**config.mk**
```make
export PLATFORM = sky130hd
export DESIGN_NAME = raa_out_flat
export DESIGN_NICKNAME = d
export VERILOG_FILES = /design/src/rtl/raa_pkg.sv /design/src/rtl/raa_if.sv /design/src/rtl/raa_out.sv /design/src/flat_wrapper.sv
export SDC_FILE = /design/constraint.sdc
export NUM_CORES = 1
export LEC_CHECK = 0
export ABC_AREA = 0
export BUFFER_PORTS_ARGS = -buffer_cell sky130_fd_sc_hd__buf_2
export CORE_MARGIN = 3
export CORE_UTILIZATION = 57
export CTS_CLUSTER_SIZE = 28
export DETAILED_ROUTE_END_ITERATION = 7
export PLACE_DENSITY = 0.82
export SLEW_MARGIN = 20
export SYNTH_ARGS = -nofsm -noshare
export SYNTH_HDL_FRONTEND = slang
export SYNTH_SLANG_ARGS = --single-unit
```
**constraint.sdc**
```tcl
create_clock -name clk -period 3.2 [get_ports clk]
set_input_delay 0.64 -clock clk [delete_from_list [all_inputs] [get_ports clk]]
set_output_delay 0.64 -clock clk [all_outputs]
set_load 0.01 [all_outputs]
```
**src/rtl/raa_pkg.sv**
```systemverilog
`default_nettype none

package raa_pkg;

	localparam int unsigned IN_W              = 16;
	localparam int unsigned ANG_W             = 16;
	localparam int unsigned XW                = 56;
	localparam int unsigned AW                = 34;
	localparam int unsigned MW                = 53;
	localparam int unsigned ATAN_LEN          = 24;
	localparam int unsigned CORDIC_STAGES_DEF = 16;

	// Arctangent of 2^-i in binary angle units, a full turn being 2^32.
	localparam logic signed [AW-1:0] ATAN_BAM [ATAN_LEN] = '{
		34'sd536870912, 34'sd316933406, 34'sd167458907, 34'sd85004756,
		34'sd42667331,  34'sd21354465,  34'sd10679838,  34'sd5340245,
		34'sd2670163,   34'sd1335087,   34'sd667544,    34'sd333772,
		34'sd166886,    34'sd83443,     34'sd41722,     34'sd20861,
		34'sd10430,     34'sd5215,      34'sd2608,      34'sd1304,
		34'sd652,       34'sd326,       34'sd163,       34'sd81
	};

	localparam logic signed [AW-1:0]    HALF_TURN = 34'sd2147483648;
	localparam logic signed [31:0]      PI_Q29    = 32'sd1686629713;
	localparam logic signed [ANG_W-1:0] ANGLE_MAX = 16'sd25736;

	typedef struct packed {
		logic signed [XW-1:0] x;
		logic signed [XW-1:0] y;
		logic signed [AW-1:0] acc;
		logic                 zero;
	} raa_vec_t;

endpackage

`default_nettype wire

```
**src/rtl/raa_if.sv**
```systemverilog
`default_nettype none


interface raa_out_if import raa_pkg::*; ();
	logic                    valid;
	logic                    ready;
	logic signed [ANG_W-1:0] angle;

	modport source (output valid, angle, input ready);
	modport sink (input valid, angle, output ready);
endinterface

`default_nettype wire

```
**src/rtl/raa_out.sv**
```systemverilog
`default_nettype none

module raa_out import raa_pkg::*; (
	input  wire logic  clk,
	input  wire logic  arst_n,
	input  raa_vec_t   in_vec,
	input  wire logic  in_valid,
	output logic       in_ready,
	raa_out_if.source  result
);

	localparam int unsigned LO_W   = 17;
	localparam int unsigned HI_W   = AW - LO_W;
	localparam int unsigned PROD_W = 49;
	localparam int unsigned SUM_W  = 66;
	localparam int unsigned RQ_W   = 19;

	logic v_s1, v_s2;
	logic en_s1, en_s2;

	logic signed [PROD_W-1:0] phi_s1, plo_s1;
	logic                     zero_s1;
	logic signed [ANG_W-1:0]  angle_s2;

	logic signed [HI_W-1:0]  ah;
	logic        [LO_W-1:0]  al;
	logic signed [SUM_W-1:0] sum;
	logic signed [RQ_W-1:0]  rq;
	logic signed [ANG_W-1:0] ang;

	assign en_s2 = !v_s2 || result.ready;
	assign en_s1 = !v_s1 || en_s2;

	assign in_ready     = en_s1;
	assign result.valid = v_s2;
	assign result.angle = angle_s2;

	always_ff @(posedge clk or negedge arst_n) begin
		if (!arst_n) begin
			v_s1 <= 1'b0;
			v_s2 <= 1'b0;
		end else begin
			if (en_s1) v_s1 <= in_valid;
			if (en_s2) v_s2 <= v_s1;
		end
	end

	// The accumulator times pi is split into two partial products.
	always_comb begin
		ah = in_vec.acc[AW-1:LO_W];
		al = in_vec.acc[LO_W-1:0];
	end

	always_ff @(posedge clk) begin
		if (en_s1 && in_valid) begin
			phi_s1  <= PROD_W'(ah) * PROD_W'(PI_Q29);
			plo_s1  <= PROD_W'($signed({1'b0, al})) * PROD_W'(PI_Q29);
			zero_s1 <= in_vec.zero;
		end
	end

	// Round to nearest, halves up, then clamp to +-pi; a zero vector gives 0.
	always_comb begin
		sum = (SUM_W'(phi_s1) <<< LO_W) + SUM_W'(plo_s1) + (SUM_W'(1) <<< 46);
		rq  = RQ_W'(sum >>> 47);
		if (zero_s1) begin
			ang = '0;
		end else if (rq > RQ_W'(ANGLE_MAX)) begin
			ang = ANGLE_MAX;
		end else if (rq < -RQ_W'(ANGLE_MAX)) begin
			ang = -ANGLE_MAX;
		end else begin
			ang = ANG_W'(rq);
		end
	end

	always_ff @(posedge clk) begin
		if (en_s2 && v_s1) angle_s2 <= ang;
	end

endmodule

`default_nettype wire

```
**src/flat_wrapper.sv**
```systemverilog
// flat-port wrapper written by rule: the top's interface ports become plain ports
module raa_out_flat import raa_pkg::*;
  (clk, arst_n, in_vec, in_valid, in_ready, result_valid, result_angle, result_ready);
  raa_out_if result_i ();
  input  wire logic clk;
  input  wire logic arst_n;
  input  raa_vec_t in_vec;
  input  wire logic in_valid;
  output logic in_ready;
  output wire logic [$bits(result_i.valid)-1:0] result_valid;
  output wire logic [$bits(result_i.angle)-1:0] result_angle;
  input wire logic [$bits(result_i.ready)-1:0] result_ready;
  assign result_valid = result_i.valid;
  assign result_angle = result_i.angle;
  assign result_i.ready = result_ready;
  raa_out u_core (.clk(clk), .arst_n(arst_n), .in_vec(in_vec), .in_valid(in_valid), .in_ready(in_ready), .result(result_i));
endmodule
```
; ---- Word-level counts from Yosys, hierarchy flattened
; Cells that the tools add are included.
[totals]
ff_bits = 116
in_bits = 151
[op_classes]
addsub = 2
mul = 2
n_lt_le_gt_ge = 2
mux = 2
n_reduce_logical = 8
[ops]
columns = cell, n
row1 = "adder 66 x 48 -> 66 bit, second input constant", 1
row2 = adder 66 x 49 -> 66 bit, 1
row3 = "multiplier 17 x 32 -> 49 bit, second input constant", 1
row4 = "multiplier 17 x 31 -> 48 bit, second input constant", 1
row5 = "greater-than comparator 19 x 16 -> 1 bit, second input constant", 1
row6 = "< comparator 19 x 16 -> 1 bit, second input constant", 1
row7 = two-way mux 16 bit, 1
row8 = two-way mux 15 bit, 1
row9 = OR reduction 3 bit, 1
row10 = logical AND 1 bit, 2
row11 = zero test 1 bit, 2
row12 = logical OR 1 bit, 2
row13 = OR reduction 2 bit, 1

; ---- Depth between registers and ports, before layout
; Gate-level depths: netlist of the first run.
[depth]
depth_word = 5
depth_mapped = 24

; ---- Worst setup path after synthesis of the first run
; OpenSTA, ideal clock, no wires.
[synth_timing]
path_kind = input-to-reg
from = input in_vec[20] in the netlist's numbering
to = register u_core.phi_s1[45], data pin
setup_ps = 259
t_arrival_ps = 6342
t_required_ps = 2941
path_slack_ps = -3401
cell_stages = 22
path_buffers = 0
path_cell_list = fa_1 -> inv_1 -> fa_1 -> fa_1 -> inv_1 -> fa_1 -> inv_1 -> fa_1 -> inv_1 -> fa_1 -> ha_1 -> a21oi_1 -> o21ai_0 -> a2111o_1 -> o32ai_1 -> o211a_1 -> nor3_2 -> a211oi_2 -> o21ai_1 -> a31o_2 -> a21oi_1 -> xnor2_1
[synth_between]
elab_chain_len = 1
[synth_lines]
columns = item, line_no
row1 = from (decl), flat_wrapper.sv:7  ; input raa_vec_t in_vec;
row2 = multiplier 17 x 32 -> 49 bit, raa_out.sv:56  ; phi_s1 <= PROD_W'(ah) * PROD_W'(PI_Q29);
row3 = to (signal assigned), raa_out.sv:56
row4 = to (decl), raa_out.sv:21  ; logic signed [PROD_W-1:0] phi_s1, plo_s1;
; Every way passes these cells.
; A chain may end at the register's enable or synchronous reset.

; ---- Worst setup path in the final report of the first run
[layout_timing]
from = input in_vec[11] in the netlist's numbering
to = register u_core.plo_s1[41], data pin
[layout_between]
elab_chain_len = 1
[layout_lines]
columns = item, line_no
row1 = multiplier 17 x 31 -> 48 bit, raa_out.sv:57  ; plo_s1 <= PROD_W'($signed({1'b0, al})) * PROD_W'(PI_Q29);
row2 = to (signal assigned), raa_out.sv:57
row3 = to (decl), raa_out.sv:21
; Every way passes these cells.

==> reports/metrics.csv, run 1 <==
stage;metric;value;unit
critical_path;Worst path slowest cell;fa_1;
detailed_routing;1st-iter DRT viols;1050;
cells_and_area;fin nets;3508;
logic_synthesis;fraction of registers with async set/reset;2.02;%
critical_path;Crit. path cell count;24;
critical_path;worst-path cell chain;buf_2, fa_1, inv_2, buf_4, fa_1, inv_1, fa_1, fa_1, fa_1, inv_1, fa_1, inv_1, ha_1, a21o_1, a21o_1, a21oi_4, o2111a_1, o21ai_2, buf_4, a21oi_2, o21bai_1, a21o_1, a2111oi_4, nor2_1;
floorplanning;Starting Density;58.2;%
cells_and_area;fill count;1908;
floorplanning;Ports;169;
clocking;worst-skew pair later-pin latency;0.38;ns
grt;GRT Overall Usage;31.5;%
timing;fin. max-slew vios;0;
logic_synthesis;Synth area leader;fa_1;
detailed_routing;vias per inst;5.74;
grt;remaining global-route overflow;0;
critical_path;worst path buffer plus inverter count;7;
detailed_routing;Routed Antenna Nets;0;
detailed_routing;drc violations;0;
timing;Final period util;200;%
timing;Rel. slew slack;52.1;%
critical_path;Top delay family on crit path;adder cells;
clocking;CTS tree;yes;
floorplanning;Die Footprint;38800;um^2
cells_and_area;Area Growth Syn to Fin;35.0;%
clocking;Root Driver;clkbuf_16;
floorplanning;chip width;197;um
placement;placed cell area;25600;um^2
grt;first-pass GRT wire length;96400;um
critical_path;crit-path max FO;4;
logic_synthesis;Avg Cell Area, Syn;10.4;um^2
detailed_routing;routed wire length;66500;um
timing;final setup margin;-3.18;ns
critical_path;Crit Path Category;in2reg;
critical_path;CP Capture Point;u_core.plo_s1[41];
detailed_routing;First-pass DRT Iterations;8;
logic_synthesis;Yosys warning count;0;
critical_path;Worst Setup End Kind;flop;
worst_hold_path;Hold WC Path Type;in2async;
clocking;Sink Count;99;
critical_path;R2R depth;15;
critical_path;crit-path max cell delay;0.61;ns
floorplanning;CORE AREA;35700;um^2
critical_path;FF-to-FF Start;u_core.phi_s1[13];
logic_synthesis;Post-synth EDFFs;97;
clocking;CTS H-tree depth;3;
logic_synthesis;Primary FF master, synth;edfxtp_1;
timing;fin crit period;6.38;ns
cells_and_area;Post-Layout Inst Area;28100;um^2
logic_synthesis;Synth top area share;31.6;%
clocking;Inserted Clock Buffers;9;
clocking;Post-CTS Hold Fix Bufs;0;
floorplanning;Die H;197;um
timing;RSZ-0062 raised after global routing;true;
grt;vias in the first global route;18989;
placement;routability cong.;0.949;
critical_path;origin of the worst setup path;in_vec[11];
logic_synthesis;FF+latch count, synth;99;
timing;Final Hold Fails;0;
critical_path;CP Data Arrival Time;6.50;ns
critical_path;Critical Path RT;3.31;ns
timing;Max Clock Skew;0.0219;ns
outcome;outcome;complete, but fails checks;
critical_path;most frequent CP cell;fa_1;
cells_and_area;n_diodes;0;
grt;largest net degree at the start of global routing;46;
clocking;clk buf depth;2;
critical_path;Critical Path Source Type;input port;
logic_synthesis;Mapped Cells;2006;
logic_synthesis;syn nets;2926;
placement;I/O Buffers;56;
detailed_routing;WL per Instance;21.8;um
logic_synthesis;Netlist Area Pre-Place;20800;um^2
logic_synthesis;top cells by area, synth;fa_1, ha_1, edfxtp_1, inv_1, a21oi_1;
outcome;violated checks;setup timing;
clocking;Clk pin slew, worst setup/hold paths;0.08;ns
timing;Max Fclk;157;MHz
critical_path;reg-to-reg endpoint;u_core.result.angle[2];
timing;slew of the pin with the lowest slew margin;0.719;ns
logic_synthesis;count of cell types in the netlist;75;
detailed_routing;Vias;17545;
grt;antenna violations before repair;0;
floorplanning;Rows;69;
timing;final setup vio count;87;
cells_and_area;post-layout util;78.6;%
cells_and_area;share of cells above drive strength 1;34.8;%
placement;post-DP HPWL;47000;um
critical_path;setup slack, reg-to-reg;-0.82;ns
job;number of max-cap violations;0;
logic_synthesis;Seq/Total Area, Yosys;14.2;%
## synth_stat cells (all sizes together), types with 3 or more instances
cell type / number
inv: 557
ha: 441
fa: 328
edfxtp: 97
a21oi: 90
nor2: 56
nand2: 50
o21ai: 44
a21o: 43
xnor2: 43
nor3: 29
xor2: 27
nand3: 26
nand4: 17
a211oi: 13
nor2b: 13
o211ai: 11
and2: 9
and3: 9
nand2b: 9
o21a: 9
a31oi: 8
o21bai: 6
or3: 6
a2111oi: 5
o311ai: 4
o31a: 4
a21boi: 3
clkbuf: 3
nor4: 3
or2: 3
## registers in the layout, summed over array words and instances (netlist names)
signal / flops
u_core.zero_s1: 1
u_core.phi_s1: 49
u_core.v_s1: 1
u_core.plo_s1: 31
u_core.result.angle: 16
u_core.result.valid: 1
## cell usage in the layout (no fill, tap or decap), types with 10 or more instances in the layout
cell,instances
a21o_1,43
a21oi_1,41
a21oi_2,39
a21oi_4,10
buf_2,44
buf_4,449
buf_6,69
clkbuf_16,10
edfxtp_1,97
fa_1,305
fa_2,23
ha_1,391
ha_4,49
inv_1,509
inv_2,45
nand2_1,38
nand3_1,17
nand4_1,17
nor2_1,36
nor2_2,11
nor3_1,22
o211ai_1,11
o21ai_0,21
o21ai_2,13
xnor2_1,30
xnor2_2,13
xor2_1,20
## repair_timing
item | 4_1_cts | 5_1_grt
gates resized for setup | 169 | 197
setup endpoints to repair | 87 | 88
gates cloned | 0 | 1
buffers inserted | 64 | 73
pin swaps | 119 | 145
## layout make-up
type / instances / area, um^2 / area share [%]
timing repair buffer: 576 / 4630 / 16.5
clock inverter: 7 / 75.1 / 0.267
tap: 461 / 577 / 2.05
clock buffer: 9 / 225 / 0.802
sequential: 99 / 2960 / 10.5
multi-input combinational: 1345 / 17500 / 62.4
inverter: 557 / 2100 / 7.48
## how the worst min path moves through the flow
stage	startpoint	to	slack, ns
floorplan	arst_n	u_core.result.valid	0.34
global placement	arst_n	u_core.v_s1	0.43
detailed placement	arst_n	u_core.result.valid	0.43
CTS	arst_n	u_core.result.valid	0.05
global route	arst_n	u_core.result.valid	0.05
finish	arst_n	u_core.result.valid	0.05
## kinds of logic (layout without fill, tap and decap cells)
kind of cell | Yosys count | after routing | synth area share, %
buffers and inverters | 562 | 1149 | 10.2
AOI/OAI and AO/OA | 263 | 263 | 8.43
adders and majority gates | 769 | 769 | 58.1
muxes | 3 | 3 | 0.150
DFF | 99 | 99 | 14.2
xor gates and xnor gates | 70 | 70 | 2.95
and+or+nand+nor | 240 | 240 | 6.01
## worst reg2reg max path, stage by stage (launching register included)
cell	delay (ns)
edfxtp_1	0.50
ha_4	0.35
ha_4	0.22
a211oi_2	0.24
o21ai_2	0.10
a221oi_4	0.30
nor3_4	0.09
nor4_4	0.32
buf_6	0.18
nor3_4	0.07
and3_4	0.19
o41ai_4	0.44
o31a_2	0.28
o311ai_4	0.13
buf_6	0.17
nor4bb_1	0.28
## metal layers
layer  share of wire (%)  global-route usage [%]
met4                 7.7                    13.8
met5                   0                       0
met2                  51                    59.8
met3                 5.4                    2.85
met1                  35                    36.0
## through the flow
stage,hold slack [ns],instances,setup TNS (ns),setup WS (ns)
floorplan,0.344,2006,-153.74,-3.08
global placement,0.425,2954,-200.37,-3.41
detailed placement,0.427,2954,-208.37,-3.54
CTS,0.0524,3019,-175.90,-3.05
global route,0.0454,3054,-199.59,-3.35
finish,0.0466,3054,-189.54,-3.18
Power of run 1 is left out: the tool's default activity adds up to more than one toggle a clock period on the data nets, which glitch-free logic cannot reach.
==> inputs of run 2 (changes only) <==
--- a/config.mk
+++ b/config.mk
@@ -7,12 +7,12 @@
 export LEC_CHECK = 0
 export ABC_AREA = 0
 export BUFFER_PORTS_ARGS = -buffer_cell sky130_fd_sc_hd__buf_2
-export CORE_MARGIN = 3
+export CORE_MARGIN = 5
 export CORE_UTILIZATION = 57
 export CTS_CLUSTER_SIZE = 28
 export DETAILED_ROUTE_END_ITERATION = 7
 export PLACE_DENSITY = 0.82
-export SLEW_MARGIN = 20
+export RECOVER_POWER = 100
 export SYNTH_ARGS = -nofsm -noshare
 export SYNTH_HDL_FRONTEND = slang
 export SYNTH_SLANG_ARGS = --single-unit
==> run 2 against run 1 <==
  * The flow finishes with violations (capacitance limit, slew limit, setup timing)
  * First-iteration DRC count grew 6.2%
  * Critical path depth is 1 higher
  * Utilization is 2.0 points lower
  * Clock-buffer cell count unchanged
  * Fmax is 3.1% lower
  * Register-to-register slack improved by 0.04 ns
  * Worst setup slack worse by 0.21 ns
  * Routed wire length decreased by 2.4%
  * Non-clock buffer count is 25 lower
  * Hold slack worse by 0.010 ns
==> reports/metrics.csv, run 2 (synthesized netlist as in run 1, its figures left out) <==
stage;metric;value;unit;change
job;number of max-cap violations;1;;+1
cells_and_area;most common cell after layout, fill and taps aside;inv_1;;
timing;Hold Slack;0.0365;ns;-0.0101 ns
floorplanning;Ports;169;;unchanged
critical_path;CP Data Arrival Time;6.73;ns;+0.23 ns
grt;antenna violations before repair;0;;unchanged
outcome;outcome;complete, but fails checks;;
timing;RSZ-0062 raised after global routing;true;;
clocking;Sink Count;99;;unchanged
floorplanning;Die H;201;um;+2.0%
detailed_routing;routed wire length;64900;um;-2.4%
detailed_routing;Vias;17287;;-1.5%
timing;fin crit period;6.59;ns;+0.206 ns
grt;largest net degree at the start of global routing;57;;+24%
placement;routability cong.;0.931;;-1.9%
detailed_routing;vias per inst;5.69;;-0.89%
clocking;Inserted Clock Buffers;9;;unchanged
timing;Final Hold Fails;0;;unchanged
cells_and_area;n_diodes;0;;unchanged
floorplanning;CORE AREA;36300;um^2;+1.7%
grt;grt peak-use layer;met2;;
detailed_routing;WL per Instance;21.4;um;-1.8%
critical_path;Critical Path RT;3.34;ns;+0.03 ns
cells_and_area;Area Growth Syn to Fin;33.8;%;
cells_and_area;share of cells above drive strength 1;33.5;%;-1.4 points
clocking;worst-skew pair later-pin latency;0.38;ns;about the same
timing;Max Clock Skew;0.0162;ns;-0.00571 ns
grt;remaining global-route overflow;0;;unchanged
detailed_routing;drc violations;0;;unchanged
clocking;CTS H-tree depth;3;;unchanged
timing;Final period util;206;%;+6.4 points
worst_hold_path;Hold WC Path Type;in2async;;
grt;GR Util met2;52.3;%;-7.4 points
critical_path;crit-path max FO;3;;-1
clocking;CTS tree;yes;;
timing;Max Fclk;152;MHz;-3.1%
grt;vias in the first global route;18333;;-3.5%
cells_and_area;max FFs per register;49;;unchanged
critical_path;Worst Setup End Kind;flop;;
detailed_routing;First-pass DRT Iterations;6;;-2
detailed_routing;Routed Antenna Nets;0;;unchanged
critical_path;FF-to-FF Start;u_core.plo_s1[35];;
outcome;violated checks;capacitance limit, slew limit, setup timing;;
critical_path;R2R depth;16;;+1
grt;GRT Overall Usage;28.5;%;-3.0 points
timing;final setup vio count;87;;unchanged
clocking;clk buf depth;2;;unchanged
critical_path;setup slack, reg-to-reg;-0.78;ns;+0.04 ns
grt;first-pass GRT wire length;92300;um;-4.2%
floorplanning;Starting Density;57.3;%;-0.97 points
floorplanning;Die Footprint;40400;um^2;+4.1%
cells_and_area;fin nets;3483;;-0.71%
grt;met1 track demand over resource;33.8;%;-2.2 points
cells_and_area;most frequent cells in the layout;inv_1, buf_4, ha_1;;
grt;grt met3 use;2.20;%;-0.65 points
clocking;Clk pin slew, worst setup/hold paths;0.08;ns;about the same
clocking;Post-CTS Hold Fix Bufs;0;;unchanged
placement;pre-CTS WS;-3.69;ns;-0.152 ns
critical_path;reg-to-reg endpoint;u_core.result.angle[1];;
clocking;Root Driver;clkbuf_16;;
floorplanning;Rows;70;;+1.4%
placement;I/O Buffers;56;;unchanged
detailed_routing;1st-iter DRT viols;1115;;+6.2%
timing;fin. max-slew vios;27;;+27
timing;slew of the pin with the lowest slew margin;1.70;ns;+0.981 ns
timing;final setup margin;-3.39;ns;-0.206 ns
placement;post-DP HPWL;47300;um;+0.49%
critical_path;Critical Path Source Type;input port;;
timing;Rel. slew slack;-13.4;%;-65 points
cells_and_area;Biggest register;u_core.phi_s1;;
floorplanning;chip width;201;um;+2.0%
critical_path;Crit Path Category;in2reg;;
-- run 2: final cells by class --
cell class | count | area, um^2
inverters | 557 | 2100
well taps | 468 | 586
clock inverters | 7 | 91.3
clock buffers | 9 | 225
flip-flops and latches | 99 | 2960
fillers | 2175 | 8500
multi-input cells | 1345 | 17600
repair buffers | 551 | 4260
-- run 2: worst max path at each step --
stage                     depth (start not counted)  startpoint           endpoint  slack, ns
after floorplan                                  22  in_vec[22]  u_core.phi_s1[45]      -3.08
after global placement                           22   in_vec[9]  u_core.plo_s1[44]      -3.50
after detailed placement                         22   in_vec[9]  u_core.plo_s1[44]      -3.69
after CTS                                        24   in_vec[6]  u_core.plo_s1[41]      -3.03
after global routing                             24   in_vec[6]  u_core.plo_s1[41]      -3.52
final                                            25   in_vec[6]  u_core.plo_s1[36]      -3.39
-- run 2: worst max-delay path, stage by stage --
cell and delay [ns]:
buf_6 0.10, fa_2 0.52, fa_1 0.58, inv_2 0.05, fa_1 0.53, inv_2 0.05, fa_1 0.48, fa_1 0.50
inv_1 0.05, fa_1 0.51, inv_2 0.05, ha_4 0.23, a21o_1 0.17, a21o_1 0.21, a2111oi_4 0.36, nand4_1 0.26
nand4_1 0.24, buf_4 0.15, buf_6 0.11, a21boi_4 0.06, o211ai_1 0.20, a32oi_2 0.19, a21oi_2 0.22, nand2b_1 0.19
a21oi_2 0.07
-- run 2: metrics by stage --
| step | instances | TNS, ns | instance area [um^2] | utilization (%) |
|---|---|---|---|---|
| 2_1_floorplan | 2006 | -153.74 | 21400 | - |
| 3_3_place_gp | 2959 | -199.43 | 25500 | 70.3 |
| 3_5_place_dp | 2959 | -207.47 | 25500 | 70.3 |
| 4_1_cts | 2998 | -169.43 | 26700 | 73.4 |
| 5_1_grt | 3036 | -202.05 | 27800 | 76.6 |
| 6_report | 3036 | -190.86 | 27800 | 76.6 |
-- run 2: repair_timing --
action | in CTS | in global routing
gates cloned | 0 | 0
endpoints found under the setup margin | 87 | 87
gates resized for setup | 133 | 180
buffers inserted | 39 | 47
pin swaps | 92 | 112
-- run 2: metal layers --
metal | routed length, um | up-vias
met5 | 0 | -
li1 | - | 7630
met1 | 23800 | 8522
met4 | 4870 | 0
met2 | 33200 | 819
met3 | 3110 | 316
Power of run 2 is left out for the same reason.
