--- config.mk ---
export PLATFORM = sky130hd
export DESIGN_NAME = raa_norm
export DESIGN_NICKNAME = d
export VERILOG_FILES = /design/src/rtl/raa_pkg.sv /design/src/rtl/raa_norm.sv
export SDC_FILE = /design/constraint.sdc
export NUM_CORES = 1
export LEC_CHECK = 0
export BUFFER_PORTS_ARGS = -buffer_cell sky130_fd_sc_hd__buf_4
export CORE_MARGIN = 5
export CORE_UTILIZATION = 30
export DETAILED_ROUTE_END_ITERATION = 12
export PLACE_DENSITY = 0.56
export SYNTH_ARGS = -nofsm -noshare
export SYNTH_HDL_FRONTEND = slang
export SYNTH_SLANG_ARGS = --single-unit
--- constraint.sdc ---
create_clock -name clk -period 16.88 [get_ports clk]
set_clock_uncertainty 0.2 [all_clocks]
set_input_delay 0.844 -clock clk [delete_from_list [all_inputs] [get_ports clk]]
set_output_delay 0.844 -clock clk [all_outputs]
set_load 0.01 [all_outputs]
--- src/rtl/raa_pkg.sv ---
`default_nettype none

package raa_pkg;

	localparam int unsigned IN_W              = 16;
	localparam int unsigned ANG_W             = 16;
	localparam int unsigned XW                = 56;
	localparam int unsigned AW                = 34;
	localparam int unsigned MW                = 53;
	localparam int unsigned ATAN_LEN          = 24;
	localparam int unsigned CORDIC_STAGES_DEF = 16;

	// Arctangent of 2^-i in binary angle units, a full turn being 2^32.
	localparam logic signed [AW-1:0] ATAN_BAM [ATAN_LEN] = '{
		34'sd536870912, 34'sd316933406, 34'sd167458907, 34'sd85004756,
		34'sd42667331,  34'sd21354465,  34'sd10679838,  34'sd5340245,
		34'sd2670163,   34'sd1335087,   34'sd667544,    34'sd333772,
		34'sd166886,    34'sd83443,     34'sd41722,     34'sd20861,
		34'sd10430,     34'sd5215,      34'sd2608,      34'sd1304,
		34'sd652,       34'sd326,       34'sd163,       34'sd81
	};

	localparam logic signed [AW-1:0]    HALF_TURN = 34'sd2147483648;
	localparam logic signed [31:0]      PI_Q29    = 32'sd1686629713;
	localparam logic signed [ANG_W-1:0] ANGLE_MAX = 16'sd25736;

	typedef struct packed {
		logic signed [XW-1:0] x;
		logic signed [XW-1:0] y;
		logic signed [AW-1:0] acc;
		logic                 zero;
	} raa_vec_t;

endpackage

`default_nettype wire

--- src/rtl/raa_norm.sv ---
`default_nettype none

module raa_norm import raa_pkg::*; (
	input  wire logic clk,
	input  wire logic arst_n,
	input  raa_vec_t  in_vec,
	input  wire logic in_valid,
	output logic      in_ready,
	output raa_vec_t  out_vec,
	output logic      out_valid,
	input  wire logic out_ready
);

	typedef struct packed {
		raa_vec_t        v;
		logic [MW-1:0]   m;
	} raa_nrm_t;

	// Three steps of the leading-zero search, halving the shift each time.
	function automatic raa_nrm_t norm_steps(raa_nrm_t a, int unsigned first);
		raa_nrm_t    r;
		int unsigned sh;
		r = a;
		for (int unsigned j = 0; j < 3; j++) begin
			sh = first >> j;
			if ((r.m >> (MW - sh)) == '0) begin
				r.m   = r.m << sh;
				r.v.x = r.v.x <<< sh;
				r.v.y = r.v.y <<< sh;
			end
		end
		return r;
	endfunction

	logic v_s1, v_s2, v_s3, v_s4;
	logic en_s1, en_s2, en_s3, en_s4;

	raa_vec_t vec_s1, vec_s2;
	logic [MW-1:0] m_s2;
	raa_nrm_t nrm_s3, nrm_s4;

	logic [MW-1:0] xa, ya;
	raa_nrm_t a3, a4;

	assign en_s4 = !v_s4 || out_ready;
	assign en_s3 = !v_s3 || en_s4;
	assign en_s2 = !v_s2 || en_s3;
	assign en_s1 = !v_s1 || en_s2;

	assign in_ready  = en_s1;
	assign out_valid = v_s4;
	assign out_vec   = nrm_s4.v;

	always_ff @(posedge clk or negedge arst_n) begin
		if (!arst_n) begin
			v_s1 <= 1'b0;
			v_s2 <= 1'b0;
			v_s3 <= 1'b0;
			v_s4 <= 1'b0;
		end else begin
			if (en_s1) v_s1 <= in_valid;
			if (en_s2) v_s2 <= v_s1;
			if (en_s3) v_s3 <= v_s2;
			if (en_s4) v_s4 <= v_s3;
		end
	end

	// A vector in the left half-plane is turned by half a turn first.
	always_ff @(posedge clk) begin
		if (en_s1 && in_valid) begin
			vec_s1.zero <= (in_vec.x == '0) && (in_vec.y == '0);
			if (in_vec.x < 0) begin
				vec_s1.x   <= -in_vec.x;
				vec_s1.y   <= -in_vec.y;
				vec_s1.acc <= (in_vec.y < 0) ? -HALF_TURN : HALF_TURN;
			end else begin
				vec_s1.x   <= in_vec.x;
				vec_s1.y   <= in_vec.y;
				vec_s1.acc <= '0;
			end
		end
	end

	always_comb begin
		xa = MW'(vec_s1.x);
		ya = (vec_s1.y < 0) ? MW'(-vec_s1.y) : MW'(vec_s1.y);
	end

	always_ff @(posedge clk) begin
		if (en_s2 && v_s1) begin
			vec_s2 <= vec_s1;
			m_s2   <= (xa > ya) ? xa : ya;
		end
	end

	always_comb begin
		a3 = norm_steps('{v: vec_s2, m: m_s2}, 32);
		a4 = norm_steps(nrm_s3, 4);
	end

	always_ff @(posedge clk) begin
		if (en_s3 && v_s2) nrm_s3 <= a3;
	end

	always_ff @(posedge clk) begin
		if (en_s4 && v_s3) nrm_s4 <= a4;
	end

endmodule

`default_nettype wire

## Word level (Yosys, flattened, before mapping)

Cells that the tools add are included.
W data, S select, Z words.

- Reductions and logical operators: 21
- Order comparisons: 4
- Multiplexer cells: 15
- Add/subtract/negate cells: 3

Operators with widths:

| operator | number |
|---|---|
| $mux W112 | 6 |
| $mux W53 | 7 |
| $logic_not A53 Y1 | 6 |
| $lt A56 B1 Y1 const B | 3 |
| $mux W146 | 1 |
| $logic_not A56 Y1 | 2 |
| $neg A56 Y56 | 2 |
| $gt A53 B53 Y1 | 1 |
| $neg A53 Y53 | 1 |
| $mux W34 | 1 |
| $logic_and A1 B1 Y1 | 5 |
| $logic_not A1 Y1 | 4 |
| $logic_or A1 B1 Y1 | 4 |

- Flip-flop bits (word level): 698
- Output and inout port bits: 149
- Bits of input ports: 151
- Logic and storage cells: 70

## Depth between registers and ports, before layout

Gate-level depths: netlist of the first run.

- Depth after elaboration: 6
- Depth in mapped cells: 16
- Depth with buffers taken out: 14

## Worst setup path before layout of the first run

No wires, ideal clock.

- Kind: input to register
- From: input out_ready
- To: register nrm_s4 (netlist bit out_vec[0]) (enable)
- Path buffers: 0
- Library setup time: 604 ps
- Cell stages on the path: 2
- Slack: 10063 ps
- Arrival: 6013 ps
- Required time: 16076 ps
- Path through: nor2b_1 -> nor2b_1

- Cells in the longest elaborated chain, start to end: 2

RTL lines:

| item | line | source |
|---|---|---|
| from (decl) | raa_norm.sv:11 | `input wire logic out_ready` |
| $logic_or A1 B1 Y1 | raa_norm.sv:45 | `assign en_s4 = !v_s4 \|\| out_ready;` |
| $logic_and A1 B1 Y1 | raa_norm.sv:106 | `if (en_s4 && v_s3) nrm_s4 <= a4;` |
| to (signal assigned) | raa_norm.sv:106 |  |
| to (decl) | raa_norm.sv:40 | `raa_nrm_t nrm_s3, nrm_s4;` |

No other way between the ends.
A chain may end at the register's enable or synchronous reset.

## Final worst setup path of the first run

- From: register vec_s1[47] (netlist name)
- To: register m_s2[4], data pin

- Cells in the longest elaborated chain, start to end: 4
- Elaborated cells between the ends (all ways): 5
- Classes of those cells: add/sub (1); order compare (2); mux (2)

RTL lines:

| item | line | source |
|---|---|---|
| from (decl) | raa_norm.sv:38 | `raa_vec_t vec_s1, vec_s2;` |
| $neg A53 Y53 or $lt A56 B1 Y1 (tied branches) | raa_norm.sv:86 | `ya = (vec_s1.y < 0) ? MW'(-vec_s1.y) : MW'(vec_s1.y);` |
| $mux W53 (*) | raa_norm.sv:86 |  |
| $gt A53 B53 Y1 | raa_norm.sv:92 | `m_s2 <= (xa > ya) ? xa : ya;` |
| $mux W53 (*) | raa_norm.sv:92 |  |
| to (signal assigned) | raa_norm.sv:92 |  |
| to (decl) | raa_norm.sv:39 | `logic [MW-1:0] m_s2;` |

Every way passes the cells marked *; elsewhere a longest branch is shown, timed or not.

==> impl_metrics.csv, run 1 <==
group,metric,value,unit
routing,route.detailed.drc,0,
clock_network,numCtsBuffers,57,
routing,drt_pass1_iterations,5,
placed_design,routabilityCongestion,0.916,
logic_synthesis,synth_top_family_by_area,"multiplexers",
worst_setup_path,path_delay_family,"simple AND/OR/NAND/NOR gates",
logic_synthesis,seq_area_frac_synth,56.5,%
logic_synthesis,post_synth_instance_area,27800,sq um
sta,maxSlewViolCount,0,
placed_design,portBuffers,233,
routing,routed-wl-met2,40100,um
logic_synthesis,synth_top_area_share,56.2,%
worst_setup_path,critical_path_launch_point_type,"flop",
global_route,global_route_congestion_overflow_total,0,
worst_setup_path,cp_slowest_stage_delay,0.74,ns
sta,max_slew.worst_pin.slew,1.09,ns
clock_network,root_buffer,"sky130_fd_sc_hd__clkbuf_16",
clock_network,ctsLongestPathBuffers,3,
floorplan,die_height,314,um
logic_synthesis,synth_simple_gate_area_share,7.86,%
routing,routed-via-count,18200,
routing,drtIter0Drc,1351,
clock_network,cts.sinks,524,
placed_design,placement_stage_cell_area,30800,sq um
routing,routed.top_layer,"met4",
floorplan,die_area,98800,sq um
clock_network,resized_gates_after_cts,0,
floorplan,initial_core_utilization,30.3,%
worst_setup_path,cp_max_fo,37,
routing,routed_wire_length_per_instance,23.4,um
logic_synthesis,synth_enable_flop_cells,520,
logic_synthesis,post_synth_mux_area_share,14.8,%
logic_synthesis,ys_top_cells_by_count,"520 x sky130_fd_sc_hd__edfxtp_1, 286 x sky130_fd_sc_hd__mux2i_1, 114 x sky130_fd_sc_hd__nand2_1",
clock_network,clk_pin_slew,0.06,ns
routing,met1_length,39600,um
placed_design,hpwl_after_detailed_placement,67100,um
routing,totalWireLength,85600,um
flow_run,maxCapViolations,0,
global_route,antenna_found_initial,3,
sta,timing.final.crit_share,35.9,%
worst_setup_path,timing.critical_path.required,17.02,ns
worst_setup_path,timing.critical_path.cells,"or4_1 -> and4bb_1 -> or3b_1 -> or4_1 -> o41ai_1 -> xor2_1 -> ha_1 -> nand4_1 -> nor4_1 -> inv_1 -> or4_1 -> o21ai_0 -> o41ai_2 -> buf_4 -> mux2i_1",
global_route,largest_net_degree_at_the_start_of_global_routing,86,
routing,detail-route-antenna-nets,0,
floorplan,core_region_area,91800,sq um
logic_synthesis,synthMostInstantiatedCell,"sky130_fd_sc_hd__edfxtp_1",
routing,routed_via_density,4.97,
logic_synthesis,avg_cell_area_syn,12.9,sq um
worst_setup_path,critPathBufInv,2,
power_and_ir_drop,leakage,12.3,nW
logic_synthesis,netlist_instances,2162,
worst_setup_path,critical-path-slowest-cell,"sky130_fd_sc_hd__or4_1",
sta,achievable-frequency,0.165,GHz
worst_setup_path,worst_path_most_repeated_cell,"sky130_fd_sc_hd__or4_1",
worst_setup_path,crit_path_arrival_time,6.20,ns
logic_synthesis,yosys.area_share.adder,2.52,%
clock_network,insertion_delay_to_the_later_sink_of_the_worst_skew_pair,0.64,ns
sta,setup_total_negative_slack,0,ns
sta,headroom_to_the_max_slew_limit,27.5,%
clock_network,htree_num_levels,2,
worst_hold_path,min_path_type,"reg2reg",
clock_network,cts_tree,"built",
worst_setup_path,critPathKind,"reg2reg",
logic_synthesis,ys.warnings.count,0,
logic_synthesis,synth_top_cell_by_area,"sky130_fd_sc_hd__edfxtp_1",
global_route,grt_util_all_layers,16.8,%
floorplan,io-pin-count,300,
finish,layout.nets,2571,
logic_synthesis,postSynthRegisterBits,524,
logic_synthesis,async_reset_ff_share,0.763,%
logic_synthesis,synth_xor_area_share,4.98,%
finish,post_route_cells_drive_above_1_share,20.8,%
logic_synthesis,synth.area.top_cells,"sky130_fd_sc_hd__edfxtp_1 56%, sky130_fd_sc_hd__mux2i_1 10%, sky130_fd_sc_hd__mux2_2 4.4%",
sta,setup_viol_count_final,0,
sta,hold_ws,0.214,ns
floorplan,std_cell_rows,111,
logic_synthesis,post_synthesis_compound_gate_area_fraction,9.74,%
finish,final_area,32800,sq um
sta,post-route-min-period,6.06,ns
finish,area.growth.synth_to_final,17.9,%
global_route,first_global_vias,18600,
power_and_ir_drop,power.density_cell_area,123,nW/um^2
global_route,grt_first_pass_wirelength,126000,um
routing,route.met3.wl,4110,um
worst_setup_path,critical_path.endpoint_type,"flop",
logic_synthesis,ys.flop_type,"sky130_fd_sc_hd__edfxtp_1",
power_and_ir_drop,power.ir.vdd_worst,74.7,uV
floorplan,die_w,314,um
sta,setup_repair_after_global_routing_missed_its_margin,"no",
run_status,run_status,"completed",
sta,report.final.hold_viol_count,0,
logic_synthesis,netlist-cell-type-count,64,
[logic make-up (layout without fill, tap and decap cells)]
| logic type | after synthesis | count (layout) |
|---|---|---|
| other cells | 1 | 32 |
| buf+inv | 229 | 447 |
| flops | 524 | 524 |
| xor+xnor | 158 | 158 |
| simple gates | 413 | 413 |
| fa+ha+maj | 56 | 56 |
| mux | 395 | 395 |
| compound gates | 386 | 386 |
[flip-flops by register name, indices dropped and copies added (netlist names)]
name	flops
a3	3
a4	3
m_s2	53
nrm_s3	119
out_valid	1
out_vec	115
v_s1	1
v_s2	1
v_s3	1
vec_s1	115
vec_s2	112
[timing repair]
| item | in CTS | in global routing |
|---|---|---|
| buffers inserted | 0 | 0 |
| hold endpoints to repair | 4 | 0 |
| hold buffers | 1 | 0 |
[worst paths after layout]
check / depth (start not counted) / endpoint / from / slack, ns
worst max-delay path: 15 / m_s2[4]$_DFFE_PP_ / vec_s1[47]$_DFFE_PP_ / 10.82
worst min-delay path: 0 / a4[53]$_DFFE_PP_ / a3[53]$_DFFE_PP_ / 0.21
worst max register to register: 15 / m_s2[4]$_DFFE_PP_ / vec_s1[47]$_DFFE_PP_ / 10.82
worst min register to register: 0 / a4[53]$_DFFE_PP_ / a3[53]$_DFFE_PP_ / 0.21
max in group asynchronous: 2 / v_s3$_DFFE_PN0P_ / arst_n / 16.04
min in group asynchronous: 2 / out_valid$_DFFE_PN0P_ / arst_n / 0.34
[final cells by class]
class | count | area (sq um)
antenna | 1 | 2.50
inverter | 84 | 315
timing repair buffer | 258 | 1940
clock inverter | 39 | 507
multi-input combinational | 1439 | 11300
fill | 8925 | 59000
tap | 1243 | 1560
sequential | 524 | 15700
clock buffer | 66 | 1460
[per-stage QoR]
| stage | instances | total power [W] | setup WS (ns) | utilization, % |
|---|---|---|---|---|
| after floorplan | 2192 | 0.00237 | 10.06 | - |
| after global placement | 3547 | 0.00274 | 10.92 | 33.5 |
| after detailed placement | 3547 | 0.00275 | 10.85 | 33.5 |
| after CTS | 3653 | 0.00408 | 10.83 | 35.7 |
| after global routing | 3653 | 0.00422 | 10.46 | 35.7 |
| final | 3654 | 0.00403 | 10.82 | 35.7 |
[placed cells by master (no fill, tap or decap), drive strengths merged, types with 8 or more instances in the layout]
master	n
or4	31
a22oi	48
xor2	49
inv	85
a22o	34
nand2	114
and2	13
nand2b	16
or2	29
nor4	20
o221ai	17
a21oi	49
clkinv	19
mux2i	286
o22a	16
buf	257
nand3	14
o41ai	20
a21o	10
clkinvlp	8
nor2	70
nor2b	24
mux2	108
a221oi	8
bufinv	11
clkbuf	66
edfxtp	520
o211ai	20
ha	56
o21ai	81
o31ai	51
a31oi	16
or3	13
and3	17
xnor2	109
nand4	17
conb	31
nor3	18
[layer usage]
metal / global-route usage, % / up-vias
met1: 23.7 / 8907
met3: 2.65 / 99
li1: - / 8646
met5: 0 / -
met4: 3.43 / 0
met2: 27.8 / 515
[power breakdown]
part	internal [W]	switching, W	leakage (nW)
sequential	0.00171	0.000161	5.09
combinational	0.000376	0.000460	6.30
clock	0.000788	0.000532	0.936
Power figures use the tool's default switching activity.
==> run 2: changes to the inputs <==
Settings changed: PLACE_DENSITY 0.56 to 0.58.
Clock period 16.88 ns to 5 ns, I/O delays scaled along.
==> run 2 against run 1 <==
  * The run now ends with setup timing left
  * Hold slack lost 0.033 ns
  * Maximum frequency increased by 18%
  * Utilization grew 2.9 points
  * Critical path depth increased by 1
  * Global-route usage rose by 0.33 points
  * Setup slack worse by 11 ns
  * Die area did not move
  * Largest cell class unchanged
==> impl_metrics.csv, run 2 (synthesized netlist as in run 1, its figures left out) <==
group,metric,value,unit
global_route,global_route_congestion_overflow_total,0,
routing,routed_via_density,4.92,
sta,headroom_to_the_max_slew_limit,33.7,%
worst_setup_path,critPathKind,"reg2reg",
sta,report.final.hold_viol_count,0,
routing,detail-route-antenna-nets,0,
sta,maxSlewViolCount,0,
floorplan,std_cell_rows,111,
worst_setup_path,critical_path.endpoint_type,"flop",
worst_hold_path,min_path_type,"in2reg",
floorplan,io-pin-count,300,
finish,final_common_cell,"sky130_fd_sc_hd__edfxtp_1",
sta,fin_ws,-0.141,ns
power_and_ir_drop,leakage,13.6,nW
sta,hold_ws,0.181,ns
finish,mostFrequentLayoutCells,"520 x sky130_fd_sc_hd__edfxtp_1, 343 x sky130_fd_sc_hd__buf_4, 284 x sky130_fd_sc_hd__mux2i_1, 177 x sky130_fd_sc_hd__dlygate4sd3_1, 113 x sky130_fd_sc_hd__nand2_1",
flow_run,maxCapViolations,0,
worst_setup_path,crit_path_arrival_time,5.32,ns
worst_setup_path,regToRegSetupSlack,-0.14,ns
power_and_ir_drop,power.ir.vdd_worst,290,uV
placed_design,portBuffers,233,
sta,setup_total_negative_slack,-5.12,ns
finish,post_route_cells_drive_above_1_share,23.0,%
clock_network,ctsLongestPathBuffers,3,
clock_network,insertion_delay_to_the_later_sink_of_the_worst_skew_pair,0.63,ns
global_route,first_global_vias,19900,
routing,totalWireLength,88100,um
floorplan,die_height,314,um
routing,drt_pass1_iterations,5,
sta,setup_repair_after_global_routing_missed_its_margin,"yes",
finish,largest_register_ff_count,119,
routing,routed-via-count,19400,
finish,area.growth.synth_to_final,27.6,%
sta,setup_viol_count_final,53,
routing,routed-wl-met2,41300,um
placed_design,pre_cts_ws,-0.659,ns
floorplan,die_w,314,um
worst_hold_path,cells_on_worst_hold_path,2,
global_route,antenna_found_initial,3,
clock_network,cts.sinks,524,
finish,top_register,"nrm_s3",
routing,met1_length,40100,um
power_and_ir_drop,power.density_cell_area,384,nW/um^2
placed_design,placement_stage_cell_area,31600,sq um
placed_design,routabilityCongestion,0.917,
run_status,failed_checks,"setup timing",
finish,layout.nets,2852,
placed_design,hpwl_after_detailed_placement,68400,um
worst_setup_path,cp_max_fo,8,
global_route,largest_net_degree_at_the_start_of_global_routing,123,
sta,max_slew.worst_pin.slew,0.994,ns
worst_setup_path,crit_reg_reg_endpoint,"m_s2[50]$_DFFE_PP_",
worst_hold_path,timing.hold.worst_endpoint,"vec_s1[91]$_DFFE_PP_",
routing,routed_wire_length_per_instance,22.4,um
clock_network,cts_tree,"built",
finish,nFillCells,8790,
worst_setup_path,worst_reg2reg_path_depth,16,
clock_network,numCtsBuffers,59,
global_route,grt_first_pass_wirelength,129000,um
run_status,run_status,"finished, violations left",
floorplan,core_region_area,91800,sq um
clock_network,clk_pin_slew,0.06,ns
floorplan,die_area,98800,sq um
worst_setup_path,critical_path_launch_point_type,"flop",
finish,final_area,35500,sq um
routing,route.detailed.drc,0,
sta,achievable-frequency,0.195,GHz
clock_network,htree_num_levels,2,
routing,drtIter0Drc,1521,
sta,timing.final.crit_share,103,%
worst_setup_path,r2r-start,"vec_s1[47]$_DFFE_PP_",
floorplan,initial_core_utilization,30.3,%
worst_setup_path,timing.critical_path.required,5.17,ns
clock_network,root_buffer,"sky130_fd_sc_hd__clkbuf_16",
global_route,grt_util_all_layers,17.2,%
routing,routed.top_layer,"met4",
sta,post-route-min-period,5.14,ns
routing,route.met3.wl,4010,um
worst_hold_path,worstHoldStart,"in_vec[91]",
-- run 2: changes by cell type in the layout (fill, tap and decap cells not counted), moves of 5 or more --
| cell | change |
|---|---|
| sky130_fd_sc_hd__clkinvlp_4 | -5 |
| sky130_fd_sc_hd__buf_4 | +86 |
| sky130_fd_sc_hd__bufinv_16 | -7 |
| sky130_fd_sc_hd__buf_12 | +11 |
| sky130_fd_sc_hd__dlygate4sd3_1 | +176 |
| sky130_fd_sc_hd__clkinv_1 | +7 |
-- run 2: power breakdown --
| group | total [W] | switching [W] | internal (W) |
|---|---|---|---|
| logic | 0.00323 | 0.00167 | 0.00156 |
| clock network | 0.00411 | 0.00175 | 0.00236 |
| registers | 0.00629 | 0.000520 | 0.00577 |
-- run 2: timing repair --
item,in CTS,in global routing
cloned,2,1
setup endpoints to repair,53,53
hold buffers,177,0
hold endpoints to repair,123,0
pin swaps,9,8
resized for setup,17,11
buffers inserted,5,8
-- run 2: worst max-delay path: stages, from the launching register on --
cell                       delay (ns)
sky130_fd_sc_hd__edfxtp_1        0.39
sky130_fd_sc_hd__or4_4           0.55
sky130_fd_sc_hd__and4bb_2        0.35
sky130_fd_sc_hd__or3b_4          0.44
sky130_fd_sc_hd__or4_4           0.48
sky130_fd_sc_hd__o31a_1          0.33
sky130_fd_sc_hd__xnor2_2         0.15
sky130_fd_sc_hd__ha_1            0.29
sky130_fd_sc_hd__nand4_1         0.16
sky130_fd_sc_hd__nor4_2          0.22
sky130_fd_sc_hd__inv_1           0.11
sky130_fd_sc_hd__or4_4           0.54
sky130_fd_sc_hd__o21ai_4         0.09
sky130_fd_sc_hd__o41ai_4         0.14
sky130_fd_sc_hd__buf_6           0.16
sky130_fd_sc_hd__buf_12          0.14
sky130_fd_sc_hd__mux2i_2         0.14
-- run 2: cell type report --
| class | instances | area (sq um) | area share [%] |
|---|---|---|---|
| clock inverter | 40 | 312 | 0.879 |
| multi-input combinational | 1439 | 11400 | 32.1 |
| timing repair buffer | 537 | 4670 | 13.2 |
| inverter | 84 | 315 | 0.889 |
| sequential | 524 | 15700 | 44.3 |
| tap | 1243 | 1560 | 4.39 |
| clock buffer | 67 | 1510 | 4.25 |
| antenna | 1 | 2.50 | 0.00706 |
-- run 2: worst max path at each step --
stage                                     from                  to  slack [ns]  cells after the start
after CTS                 vec_s1[45]$_DFFE_PP_  m_s2[31]$_DFFE_PP_       -0.22                     14
final                     vec_s1[47]$_DFFE_PP_  m_s2[50]$_DFFE_PP_       -0.14                     16
after floorplan           vec_s1[47]$_DFFE_PP_   m_s2[2]$_DFFE_PP_       0.006                     16
after global placement    vec_s1[48]$_DFFE_PP_  m_s2[37]$_DFFE_PP_       -0.53                     14
after global routing      vec_s1[47]$_DFFE_PP_  m_s2[16]$_DFFE_PP_       -0.31                     15
after detailed placement  vec_s1[48]$_DFFE_PP_  m_s2[50]$_DFFE_PP_       -0.66                     14
-- run 2: per-stage QoR --
stage / total power [W] / util [%] / cells
2_1_floorplan: 0.00801 / - / 2192
3_3_place_gp: 0.00937 / 34.5 / 3640
3_5_place_dp: 0.00941 / 34.5 / 3640
4_1_cts: 0.0138 / 38.5 / 3930
5_1_grt: 0.0143 / 38.6 / 3934
6_report: 0.0136 / 38.6 / 3935
-- run 2: layer usage --
layer	global-route usage, %	up-vias
li1	-	9198
met1	23.5	9539
met2	28.6	524
met3	2.27	115
met4	4.94	0
met5	0	-
